### src/rtl/core/desv_pkg.sv
// Package for the variable-round DES pipeline: FIPS 46 tables and bit permutations.
// No dependencies.
package desv_pkg;

    localparam int MAX_ROUNDS = 16;

    localparam int REG_KEY    = 0;
    localparam int REG_ROUNDS = 1;

    typedef logic [6:0] t_pos;

    localparam t_pos TAB_IP [64] = '{
        58,50,42,34,26,18,10,2, 60,52,44,36,28,20,12,4,
        62,54,46,38,30,22,14,6, 64,56,48,40,32,24,16,8,
        57,49,41,33,25,17,9,1,  59,51,43,35,27,19,11,3,
        61,53,45,37,29,21,13,5, 63,55,47,39,31,23,15,7};

    localparam t_pos TAB_IP_INV [64] = '{
        40,8,48,16,56,24,64,32, 39,7,47,15,55,23,63,31,
        38,6,46,14,54,22,62,30, 37,5,45,13,53,21,61,29,
        36,4,44,12,52,20,60,28, 35,3,43,11,51,19,59,27,
        34,2,42,10,50,18,58,26, 33,1,41,9,49,17,57,25};

    localparam t_pos TAB_E [48] = '{
        32,1,2,3,4,5, 4,5,6,7,8,9, 8,9,10,11,12,13, 12,13,14,15,16,17,
        16,17,18,19,20,21, 20,21,22,23,24,25, 24,25,26,27,28,29, 28,29,30,31,32,1};

    localparam t_pos TAB_P [32] = '{
        16,7,20,21,29,12,28,17, 1,15,23,26,5,18,31,10,
        2,8,24,14,32,27,3,9,    19,13,30,6,22,11,4,25};

    localparam t_pos TAB_PC1 [56] = '{
        57,49,41,33,25,17,9, 1,58,50,42,34,26,18,
        10,2,59,51,43,35,27, 19,11,3,60,52,44,36,
        63,55,47,39,31,23,15, 7,62,54,46,38,30,22,
        14,6,61,53,45,37,29, 21,13,5,28,20,12,4};

    localparam t_pos TAB_PC2 [48] = '{
        14,17,11,24,1,5, 3,28,15,6,21,10, 23,19,12,4,26,8, 16,7,27,20,13,2,
        41,52,31,37,47,55, 30,40,51,45,33,48, 44,49,39,56,34,53, 46,42,50,36,29,32};

    // cumulative left rotation of C and D after each round
    localparam int ROT_SUM [MAX_ROUNDS] = '{
        1,2,4,6,8,10,12,14,15,17,19,21,23,25,27,28};

    localparam logic [3:0] SBOX [8][4][16] = '{
        '{'{14,4,13,1,2,15,11,8,3,10,6,12,5,9,0,7}, '{0,15,7,4,14,2,13,1,10,6,12,11,9,5,3,8},
          '{4,1,14,8,13,6,2,11,15,12,9,7,3,10,5,0}, '{15,12,8,2,4,9,1,7,5,11,3,14,10,0,6,13}},
        '{'{15,1,8,14,6,11,3,4,9,7,2,13,12,0,5,10}, '{3,13,4,7,15,2,8,14,12,0,1,10,6,9,11,5},
          '{0,14,7,11,10,4,13,1,5,8,12,6,9,3,2,15}, '{13,8,10,1,3,15,4,2,11,6,7,12,0,5,14,9}},
        '{'{10,0,9,14,6,3,15,5,1,13,12,7,11,4,2,8}, '{13,7,0,9,3,4,6,10,2,8,5,14,12,11,15,1},
          '{13,6,4,9,8,15,3,0,11,1,2,12,5,10,14,7}, '{1,10,13,0,6,9,8,7,4,15,14,3,11,5,2,12}},
        '{'{7,13,14,3,0,6,9,10,1,2,8,5,11,12,4,15}, '{13,8,11,5,6,15,0,3,4,7,2,12,1,10,14,9},
          '{10,6,9,0,12,11,7,13,15,1,3,14,5,2,8,4}, '{3,15,0,6,10,1,13,8,9,4,5,11,12,7,2,14}},
        '{'{2,12,4,1,7,10,11,6,8,5,3,15,13,0,14,9}, '{14,11,2,12,4,7,13,1,5,0,15,10,3,9,8,6},
          '{4,2,1,11,10,13,7,8,15,9,12,5,6,3,0,14}, '{11,8,12,7,1,14,2,13,6,15,0,9,10,4,5,3}},
        '{'{12,1,10,15,9,2,6,8,0,13,3,4,14,7,5,11}, '{10,15,4,2,7,12,9,5,6,1,13,14,0,11,3,8},
          '{9,14,15,5,2,8,12,3,7,0,4,10,1,13,11,6}, '{4,3,2,12,9,5,15,10,11,14,1,7,6,0,8,13}},
        '{'{4,11,2,14,15,0,8,13,3,12,9,7,5,10,6,1}, '{13,0,11,7,4,9,1,10,14,3,5,12,2,15,8,6},
          '{1,4,11,13,12,3,7,14,10,15,6,8,0,5,9,2}, '{6,11,13,8,1,4,10,7,9,5,0,15,14,2,3,12}},
        '{'{13,2,8,4,6,15,11,1,10,9,3,14,5,0,12,7}, '{1,15,13,8,10,3,7,4,12,5,6,11,0,14,9,2},
          '{7,11,4,1,9,12,14,2,0,6,10,13,15,3,5,8}, '{2,1,14,7,4,10,8,13,15,12,9,0,3,5,6,11}}};

    // bit 1 of DES is the MSB of every word
    function automatic logic [63:0] f_ip(input logic [63:0] x);
        logic [63:0] r;
        for (int i = 0; i < 64; i++) r[63-i] = x[64-int'(TAB_IP[i])];
        return r;
    endfunction

    function automatic logic [63:0] f_ip_inv(input logic [63:0] x);
        logic [63:0] r;
        for (int i = 0; i < 64; i++) r[63-i] = x[64-int'(TAB_IP_INV[i])];
        return r;
    endfunction

    function automatic logic [47:0] f_expand(input logic [31:0] x);
        logic [47:0] r;
        for (int i = 0; i < 48; i++) r[47-i] = x[32-int'(TAB_E[i])];
        return r;
    endfunction

    function automatic logic [31:0] f_perm_p(input logic [31:0] x);
        logic [31:0] r;
        for (int i = 0; i < 32; i++) r[31-i] = x[32-int'(TAB_P[i])];
        return r;
    endfunction

    function automatic logic [27:0] f_rotl28(input logic [27:0] c, input int s);
        logic [55:0] t;
        t = {c, c} << s;
        return t[55:28];
    endfunction

    // subkey of round idx (0-based), straight from the key: wiring only
    function automatic logic [47:0] f_round_key(input logic [63:0] key, input int idx);
        logic [55:0] cd;
        logic [55:0] cdr;
        logic [47:0] k;
        for (int i = 0; i < 56; i++) cd[55-i] = key[64-int'(TAB_PC1[i])];
        cdr = {f_rotl28(cd[55:28], ROT_SUM[idx]), f_rotl28(cd[27:0], ROT_SUM[idx])};
        for (int i = 0; i < 48; i++) k[47-i] = cdr[56-int'(TAB_PC2[i])];
        return k;
    endfunction

    function automatic logic [31:0] f_feistel(input logic [31:0] r, input logic [47:0] k);
        logic [47:0] x;
        logic [5:0]  b;
        logic [31:0] s;
        x = f_expand(r) ^ k;
        for (int j = 0; j < 8; j++) begin
            b = x[47-6*j -: 6];
            s[31-4*j -: 4] = SBOX[j][{b[5], b[0]}][b[4:1]];
        end
        return f_perm_p(s);
    endfunction

endpackage

### src/rtl/core/desv_round.sv
// One Feistel round stage with its own valid/ready register slice.
// Depends on desv_pkg.
module desv_round
    import desv_pkg::*;
#(
    parameter int IDX = 0
) (
    input  logic        i_clk,
    input  logic        i_rst_n,
    input  logic [4:0]  i_rounds,
    input  logic [47:0] i_subkey,
    input  logic        i_valid,
    output logic        o_ready,
    input  logic [31:0] i_left,
    input  logic [31:0] i_right,
    output logic        o_valid,
    input  logic        i_ready,
    output logic [31:0] o_left,
    output logic [31:0] o_right
);

    logic        r_valid;
    logic [31:0] r_left, r_right;
    logic [31:0] n_left, n_right;
    logic [31:0] w_t;
    logic        w_apply;

    // rounds above sixteen behave as sixteen
    assign w_apply = (i_rounds > 5'(IDX));
    assign w_t     = i_left ^ f_feistel(i_right, i_subkey);

    always_comb begin
        n_left  = i_left;
        n_right = i_right;
        if (w_apply) begin
            if (IDX < MAX_ROUNDS - 1) begin
                n_left  = i_right;
                n_right = w_t;
            end else begin
                n_left  = w_t;
            end
        end
    end

    assign o_ready = !r_valid || i_ready;

    always_ff @(posedge i_clk) begin
        if (!i_rst_n) begin
            r_valid <= 1'b0;
        end else if (o_ready) begin
            r_valid <= i_valid;
        end
        if (o_ready && i_valid) begin
            r_left  <= n_left;
            r_right <= n_right;
        end
    end

    assign o_valid = r_valid;
    assign o_left  = r_left;
    assign o_right = r_right;

endmodule

### config.mk
export PLATFORM = sky130hd
export DESIGN_NAME = desv_round
export DESIGN_NICKNAME = d
export VERILOG_FILES = /design/src/rtl/core/desv_pkg.sv /design/src/rtl/core/desv_round.sv
export SDC_FILE = /design/constraint.sdc
export NUM_CORES = 1
export LEC_CHECK = 0
export CAP_MARGIN = 20
export CORE_MARGIN = 8
export CORE_UTILIZATION = 35
export CTS_CLUSTER_DIAMETER = 200
export DETAILED_ROUTE_END_ITERATION = 8
export DONT_BUFFER_PORTS = 1
export HOLD_SLACK_MARGIN = 0.03
export SETUP_SLACK_MARGIN = 0.05
export SYNTH_ARGS = -nofsm -noshare
export SYNTH_HDL_FRONTEND = slang
export SYNTH_SLANG_ARGS = --single-unit
### constraint.sdc
create_clock -name i_clk -period 3.95 [get_ports i_clk]
set_input_delay 0.395 -clock i_clk [delete_from_list [all_inputs] [get_ports i_clk]]
set_output_delay 0.395 -clock i_clk [all_outputs]
set_load 0.05 [all_outputs]
Word-level counts from Yosys, hierarchy flattened
Cells that the tools add are included.
{ "classes": {"reduce_logical": 3, "n_mux": 50, "shifts": 0, "multipliers": 0, "order_cmp": 17, "bitwise_logic": 18, "eq_ne": 0, "n_div": 0, "addsub": 0} }
{ "ops": {"columns": ["operator", "n"], "rows": [
  ["$bmux W64 S2", 8],
  ["$mux W64", 16],
  ["$bmux W4 S4", 8],
  ["$mux W32", 2],
  ["$mux W4", 16],
  ["$xor A48 B48 Y48", 1],
  ["$ge A5 B5 Y1 const B", 8],
  ["$not A4 Y5", 8],
  ["$xor A32 B32 Y32", 1],
  ["$ge A3 B3 Y1 const B", 8],
  ["$not A2 Y3", 8],
  ["$gt A5 B1 Y1 const B", 1],
  ["$logic_and A1 B1 Y1", 1],
  ["$logic_not A1 Y1", 1],
  ["$logic_or A1 B1 Y1", 1]
]} }
{ "totals": {"inputBits": 121, "regBits": 65, "rom_bits": 0, "ram_bits": 0, "latchBits": 0, "word_cells": 91, "memories": 0, "out_inout_bits": 66} }

Logic depth before layout (Yosys ltp)
Gate-level depths: netlist (run 1).
{ "depth": {"word_depth": 10, "depth_mapped": 12, "depth_no_buf": 10} }

Worst setup path after synthesis (run 1)
No wires, ideal clock.
{ "synth_path": {"path_type": "input-to-reg", "from": "in i_right[19]", "to": "reg r_right[2], in the netlist o_right[2], data pin", "setup_ps": 270, "setup_slack_ps": 882, "t_arrival_ps": 2798, "path_stages": 12, "path_buffers": 2, "cell_sequence": "clkbuf_1 -> xnor2_1 -> inv_1 -> ha_1 -> clkbuf_1 -> inv_1 -> xnor2_1 -> o221ai_1 -> a21oi_1 -> a21oi_1 -> xor2_1 -> a21oi_1"} }
{ "synth_via": {"elab_chain_cells": 10} }
{ "synth_rtl": {"columns": ["element", "line_no", "text"], "rows": [
  ["start, declared", "desv_round.sv:15", "input logic [31:0] i_right,"],
  ["$xor A48 B48 Y48", "desv_pkg.sv:110", "x = f_expand(r) ^ k;"],
  ["$not A2 Y3 (not written as such)", "desv_pkg.sv:113", "s[31-4*j -: 4] = SBOX[j][{b[5], b[0]}][b[4:1]];"],
  ["$bmux W64 S2", "desv_pkg.sv:113", null],
  ["$mux W64 (not written as such) (2 in series)", "desv_pkg.sv:113", null],
  ["$bmux W4 S4", "desv_pkg.sv:113", null],
  ["$mux W4 (not written as such) (2 in series)", "desv_pkg.sv:113", null],
  ["$xor A32 B32 Y32", "desv_round.sv:30", "assign w_t = i_left ^ f_feistel(i_right, i_subkey);"],
  ["$mux W32", "desv_round.sv:35", "if (w_apply) begin"],
  ["net n_right[2]", "desv_round.sv:24", "logic [31:0] n_left, n_right;"],
  ["end signal, assigned", "desv_round.sv:55", "r_right <= n_right;"],
  ["end, declared", "desv_round.sv:23", "logic [31:0] r_left, r_right;"]
]} }
The timed path passes the listed nets, and every way through them passes these cells. The select of a mux whose other input is x is not followed.
A chain may end at the register's enable or synchronous reset.

Worst setup path in the final report (run 1)
{ "layout_path": {"from": "in i_right[11]", "to": "reg r_right[29], in the netlist o_right[29], data pin"} }
The elaborated chain is that of the path after synthesis.

==> run metrics, run 1 <==
Clock Pin Slew Worst Setup and Hold Paths=0.06 ns; Filler Cell Count=2428; Root Driver=clkbuf_16; RSZ-0062 raised after global routing=false; WL/cell=21.0 um; hold_ws=0.196 ns; DRT iter0 DRCs=638; syn avg cell area=8.56 um2; final hold violation count=0; Period minus WS final=2.69 ns; die extent in y=172 um; proportion of layout cells with a drive suffix above 1=11.3%; IO Pins=187; Seq/Total Area, Yosys=22.9%; Overflow after GRT=0; Detail Placement HPWL=20.7 mm; status=finished clean; syn_nets=1175; Max VDD drop=0.173 mV; effective utilization at floorplan=35.3%; core area=24000 um2; Clk Latency, worst-skew pair=0.34 ns; Synth async-reset ratio=0%; PnR worst setup slack=1.26 ns; post-CTS setup buffers=0; Hold Buf Count CTS=0; Worst EP arrival=2.78 ns; Synth cell types=62; setup violators final=0; register area=1940 um2; CP startpoint kind=input pin; worst path bufs/invs=1; Rows=57; Setup TNS=0 ns; leakage=0.00340 uW; gpl congestion=0.919; Synth top cells by count=186 x nand2_1, 73 x nor2_1, 64 x edfxtp_1, 63 x ha_1, 53 x xnor2_1; Worst EP required=4.03 ns; total detailed-routing wirelength=27.1 mm; clock buffer depth=2; PortBufs=0; pin count of the biggest net entering global routing=65; crit path cell chain=xor2_1, inv_1, ha_1, mux4_2, and2_1, a311oi_1, a21oi_1, xnor2_1, o21ai_1; initial antenna violation count=0; CTS sink count=65; post-route ant nets=0; clock skew=0.00688 ns; chip width=172 um; final-stage net count=1146; Ys Warns=0; CTS buffer count=9; Tcrit/Tclk final=68.2%; multi-input logic area=6100 um2; Synth Instances=991; synthesized cell area=8480 um2; Post-synth top flop=edfxtp_1; worst hold path class=input pin to flip-flop; Slew @ Worst Pin=1.04 ns; CP endpoint kind=flip-flop; leading cell types by total area after synthesis=edfxtp_1 23%, mux4_2 9.8%, ha_1 9.3%; Via density=5.70; Yosys top cell by area=edfxtp_1; critical path class=input pin to flip-flop; antenna cells=0; DR pass1 iterations=5; Synth top area share=22.7%; H-tree levels=3; Max Cap Viol=0; CP Max Fanout=9; placed cells=1275; GRT Total Usage=17.9%; CTS tree=done; most frequent cell after synthesis=nand2_1; die area=29500 um2; first-pass GRT wire length=40.9 mm; fin cells=1291; worst rel slew slack=30.6%; pwr dens=394 nW/um2; Area growth syn-to-layout=7.10%; Final Slew Violations=0; Max Freq=0.371 GHz; post-CTS sizing=0; Post-synth EDFFs=64; flops & latches, synth=65; DRC Markers=0; Slowest cell on crit path=xor2_1; slowest stage delay, CP=0.58 ns; vias in the first global route=6903; pre-CTS setup slack=0.929 ns; Crit path max-delay family=XOR/XNOR gates; via count=7362
==> logic make-up (layout without fill, tap and decap cells) <==
family,Yosys count,after routing,synth area share [%]
simple gates,330,330,15.8
buf+inv,102,78,5.18
compound gates,256,256,19.6
xor+xnor,123,123,15.4
mux,51,51,11.7
flops,65,65,22.9
fa+ha+maj,64,64,9.41
==> routing by layer <==
metal / track usage (%) / part of all wire, % / up-vias
li1: - / - / 3531
met1: 22.5 / 41 / 3493
met2: 29.1 / 47 / 306
met3: 5.62 / 10 / 32
met4: 5.14 / 2.1 / 0
met5: 0 / 0 / -
==> power by group <==
| group | total (uW) | internal, uW | switching, uW |
|---|---|---|---|
| clock | 878 | 547 | 332 |
| combinational | 1470 | 641 | 828 |
| sequential | 1230 | 893 | 338 |
| total | 3580 | 2080 | 1500 |
==> worst register-to-register path: stages, from the launching register on <==
cell      delay (ns)
dfxtp_1         0.47
nand2b_1        0.52
and2_4          0.86
==> area by class of cell <==
type,instances,share of cell area [%]
repair buffers,23,1.90
multi-input cells,824,67.2
clock inverters,7,0.937
flip-flops and latches,65,21.4
clock buffers,9,2.48
inverters,39,1.61
well taps,324,4.46
==> per-stage QoR <==
stage	area, um2	util, %	power [uW]
finish	9080	37.8	3580
global route	9080	37.8	3790
CTS	9080	37.8	3600
detailed placement	8770	36.5	2710
global placement	8770	36.5	2700
floorplan	8480	-	2400
==> state kept, by name, indices dropped and copies added, names as in the netlist <==
signal   flops
o_left      32
o_valid      1
o_right     32
==> path summary, 6_finish.rpt <==
path	from	endpoint	slack (ns)	cells past startpoint
max	i_right[11]	o_right[29]$_DFFE_PP_	1.26	9
min reg2reg	o_valid$_SDFFE_PN0N_	o_valid$_SDFFE_PN0N_	1.22	2
max reg2reg	o_valid$_SDFFE_PN0N_	o_right[26]$_DFFE_PP_	1.65	2
min	i_valid	o_valid$_SDFFE_PN0N_	0.20	2
==> layout by cell type (no fill, tap or decap), types with 7 or more instances in the layout <==
cell type / count
o2111ai_1: 8
xnor2_2: 10
a211oi_1: 23
xor2_1: 46
inv_2: 7
o211ai_1: 23
buf_4: 23
o21ai_0: 37
inv_1: 32
a31oi_1: 16
nor2_1: 73
mux2i_1: 13
xor2_2: 10
nand2_1: 185
a311oi_1: 10
xnor2_1: 53
nor3_1: 30
mux4_2: 37
o21ai_1: 34
ha_1: 63
clkbuf_16: 9
nand3_1: 28
a21oi_1: 51
edfxtp_1: 64
Power figures use the tool's default switching activity.
==> inputs of run 2 (changes only) <==
Clock period 3.95 ns to 2.65 ns, I/O delays scaled along.
==> run metrics, run 2 (synthesized netlist as in run 1, its figures left out) <==
status=finished clean; clock buffer depth=2; reg-to-reg slack, setup=0.93 ns; Clock Pin Slew Worst Setup and Hold Paths=0.07 ns; Clk Latency, worst-skew pair=0.35 ns; final-stage net count=1207; DR pass1 iterations=5; Overflow after GRT=0; chip width=172 um; total detailed-routing wirelength=28.0 mm; worst hold path class=input pin to flip-flop; DRC Markers=0; clock skew=0.00794 ns; register area=1940 um2; Root Driver=clkbuf_16; effective utilization at floorplan=35.3%; initial antenna violation count=0; critical path class=input pin to flip-flop; CTS tree=done; Reg power frac=32.7%; antenna cells=0; WL/cell=20.7 um; sw frac=40.7%; CP endpoint kind=flip-flop; Final Slew Violations=0; Worst EP required=2.74 ns; Pwr Total=5630 uW; CP startpoint kind=input pin; PortBufs=0; commonest non-fill, non-tap cell in the layout=nand2_1; clock power share=25.4%; first-pass GRT wire length=42.5 mm; hold_ws=0.0809 ns; die area=29500 um2; final hold violation count=0; worst r2r path cells=3; H-tree levels=3; Reg-to-Reg End=o_left[23]$_DFFE_PP_; multi-input logic area=6150 um2; Filler Cell Count=2451; leakage=0.00373 uW; CTS sink count=65; CP Max Fanout=6; Slowest cell on crit path=a2111oi_0; worst reg2reg path startpoint=o_valid$_SDFFE_PN0N_; pwr dens=584 nW/um2; Comb pwr share=42.0%; Max VDD drop=0.342 mV; Setup crit end=o_right[25]$_DFFE_PP_; crit path cell chain=xor2_1, buf_4, ha_1, inv_1, xnor2_1, nor2_1, a2111oi_0, a21oi_1, xor2_1, a21oi_1; post-route ant nets=0; core area=24000 um2; IO Pins=187; Max Freq=0.450 GHz; switching pwr=2290 uW; critical path launch point=i_right[8]; setup violators final=0; vias in the first global route=7283; slowest stage delay, CP=0.46 ns; post-CTS setup buffers=0; Hold Buf Count CTS=0; gpl congestion=0.916; worst rel slew slack=44.9%; Period minus WS final=2.22 ns; RSZ-0062 raised after global routing=false; GRT Total Usage=18.7%; Max Cap Viol=0; Worst EP arrival=2.31 ns; cell-internal power=3340 uW; pre-CTS setup slack=0.0704 ns; proportion of layout cells with a drive suffix above 1=17.0%; PnR worst setup slack=0.426 ns; Area growth syn-to-layout=13.8%; CTS buffer count=9; DRT iter0 DRCs=593; pin count of the biggest net entering global routing=43; via count=7651; Tcrit/Tclk final=83.9%; post-CTS sizing=0; Via density=5.66; Detail Placement HPWL=22.0 mm; Rows=57; die extent in y=172 um; most frequent cells in the layout=185 x nand2_1, 81 x buf_4, 73 x nor2_1; Setup TNS=0 ns; Slew @ Worst Pin=0.820 ns
[run 2: cell types whose count changed in the layout (fill, tap and decap cells not counted), sizes merged]
cell and change:
clkinv -2, clkbuf +1, bufinv +1, buf +61
[run 2: layout make-up]
class / instances / area share (%)
clock buffers: 10 / 2.37
clock inverters: 6 / 1.10
inverters: 39 / 1.52
multi-input cells: 824 / 63.7
flip-flops and latches: 65 / 20.1
well taps: 324 / 4.20
repair buffers: 84 / 6.93
[run 2: critical path, delay by kind of cell]
| kind | cells | cell delay (ns) |
|---|---|---|
| xor gates and xnor gates | 3 | 0.57 |
| and+or+nand+nor | 1 | 0.07 |
| AOI/OAI and AO/OA | 3 | 0.72 |
| buffers and inverters | 2 | 0.29 |
| adders and majority gates | 1 | 0.41 |
[run 2: through the flow]
stage | std cells | instance area (um2) | util, %
after floorplan | 991 | 8530 | -
after global placement | 1336 | 9310 | 38.7
after detailed placement | 1336 | 9310 | 38.7
after CTS | 1352 | 9650 | 40.1
after global routing | 1352 | 9650 | 40.1
final | 1352 | 9650 | 40.1
[run 2: worst min path at each step]
| stage | to | from | cells past startpoint |
|---|---|---|---|
| global route | o_left[11]$_DFFE_PP_ | i_left[11] | 2 |
| detailed placement | o_valid$_SDFFE_PN0N_ | i_rst_n | 1 |
| global placement | o_valid$_SDFFE_PN0N_ | i_valid | 2 |
| finish | o_valid$_SDFFE_PN0N_ | i_rst_n | 1 |
| CTS | o_valid$_SDFFE_PN0N_ | i_rst_n | 1 |
| floorplan | o_valid$_SDFFE_PN0N_ | i_valid | 2 |
[run 2: layer usage]
| metal | global-route usage (%) | share of wire (%) | up-vias |
|---|---|---|---|
| met5 | 0 | 0 | - |
| met4 | 5.03 | 1.9 | 0 |
| met3 | 4.73 | 9.0 | 26 |
| met2 | 30.8 | 48 | 328 |
| met1 | 23.9 | 41 | 3641 |
| li1 | - | - | 3656 |
[run 2: power by group through the flow]
stage	combinational, uW	clock [uW]	sequential, uW
4_1_cts	2360	1450	1840
5_1_grt	2610	1490	1850
2_1_floorplan	1770	0	1820
6_report	2360	1430	1840
3_3_place_gp	2330	0	1860
3_5_place_dp	2350	0	1860
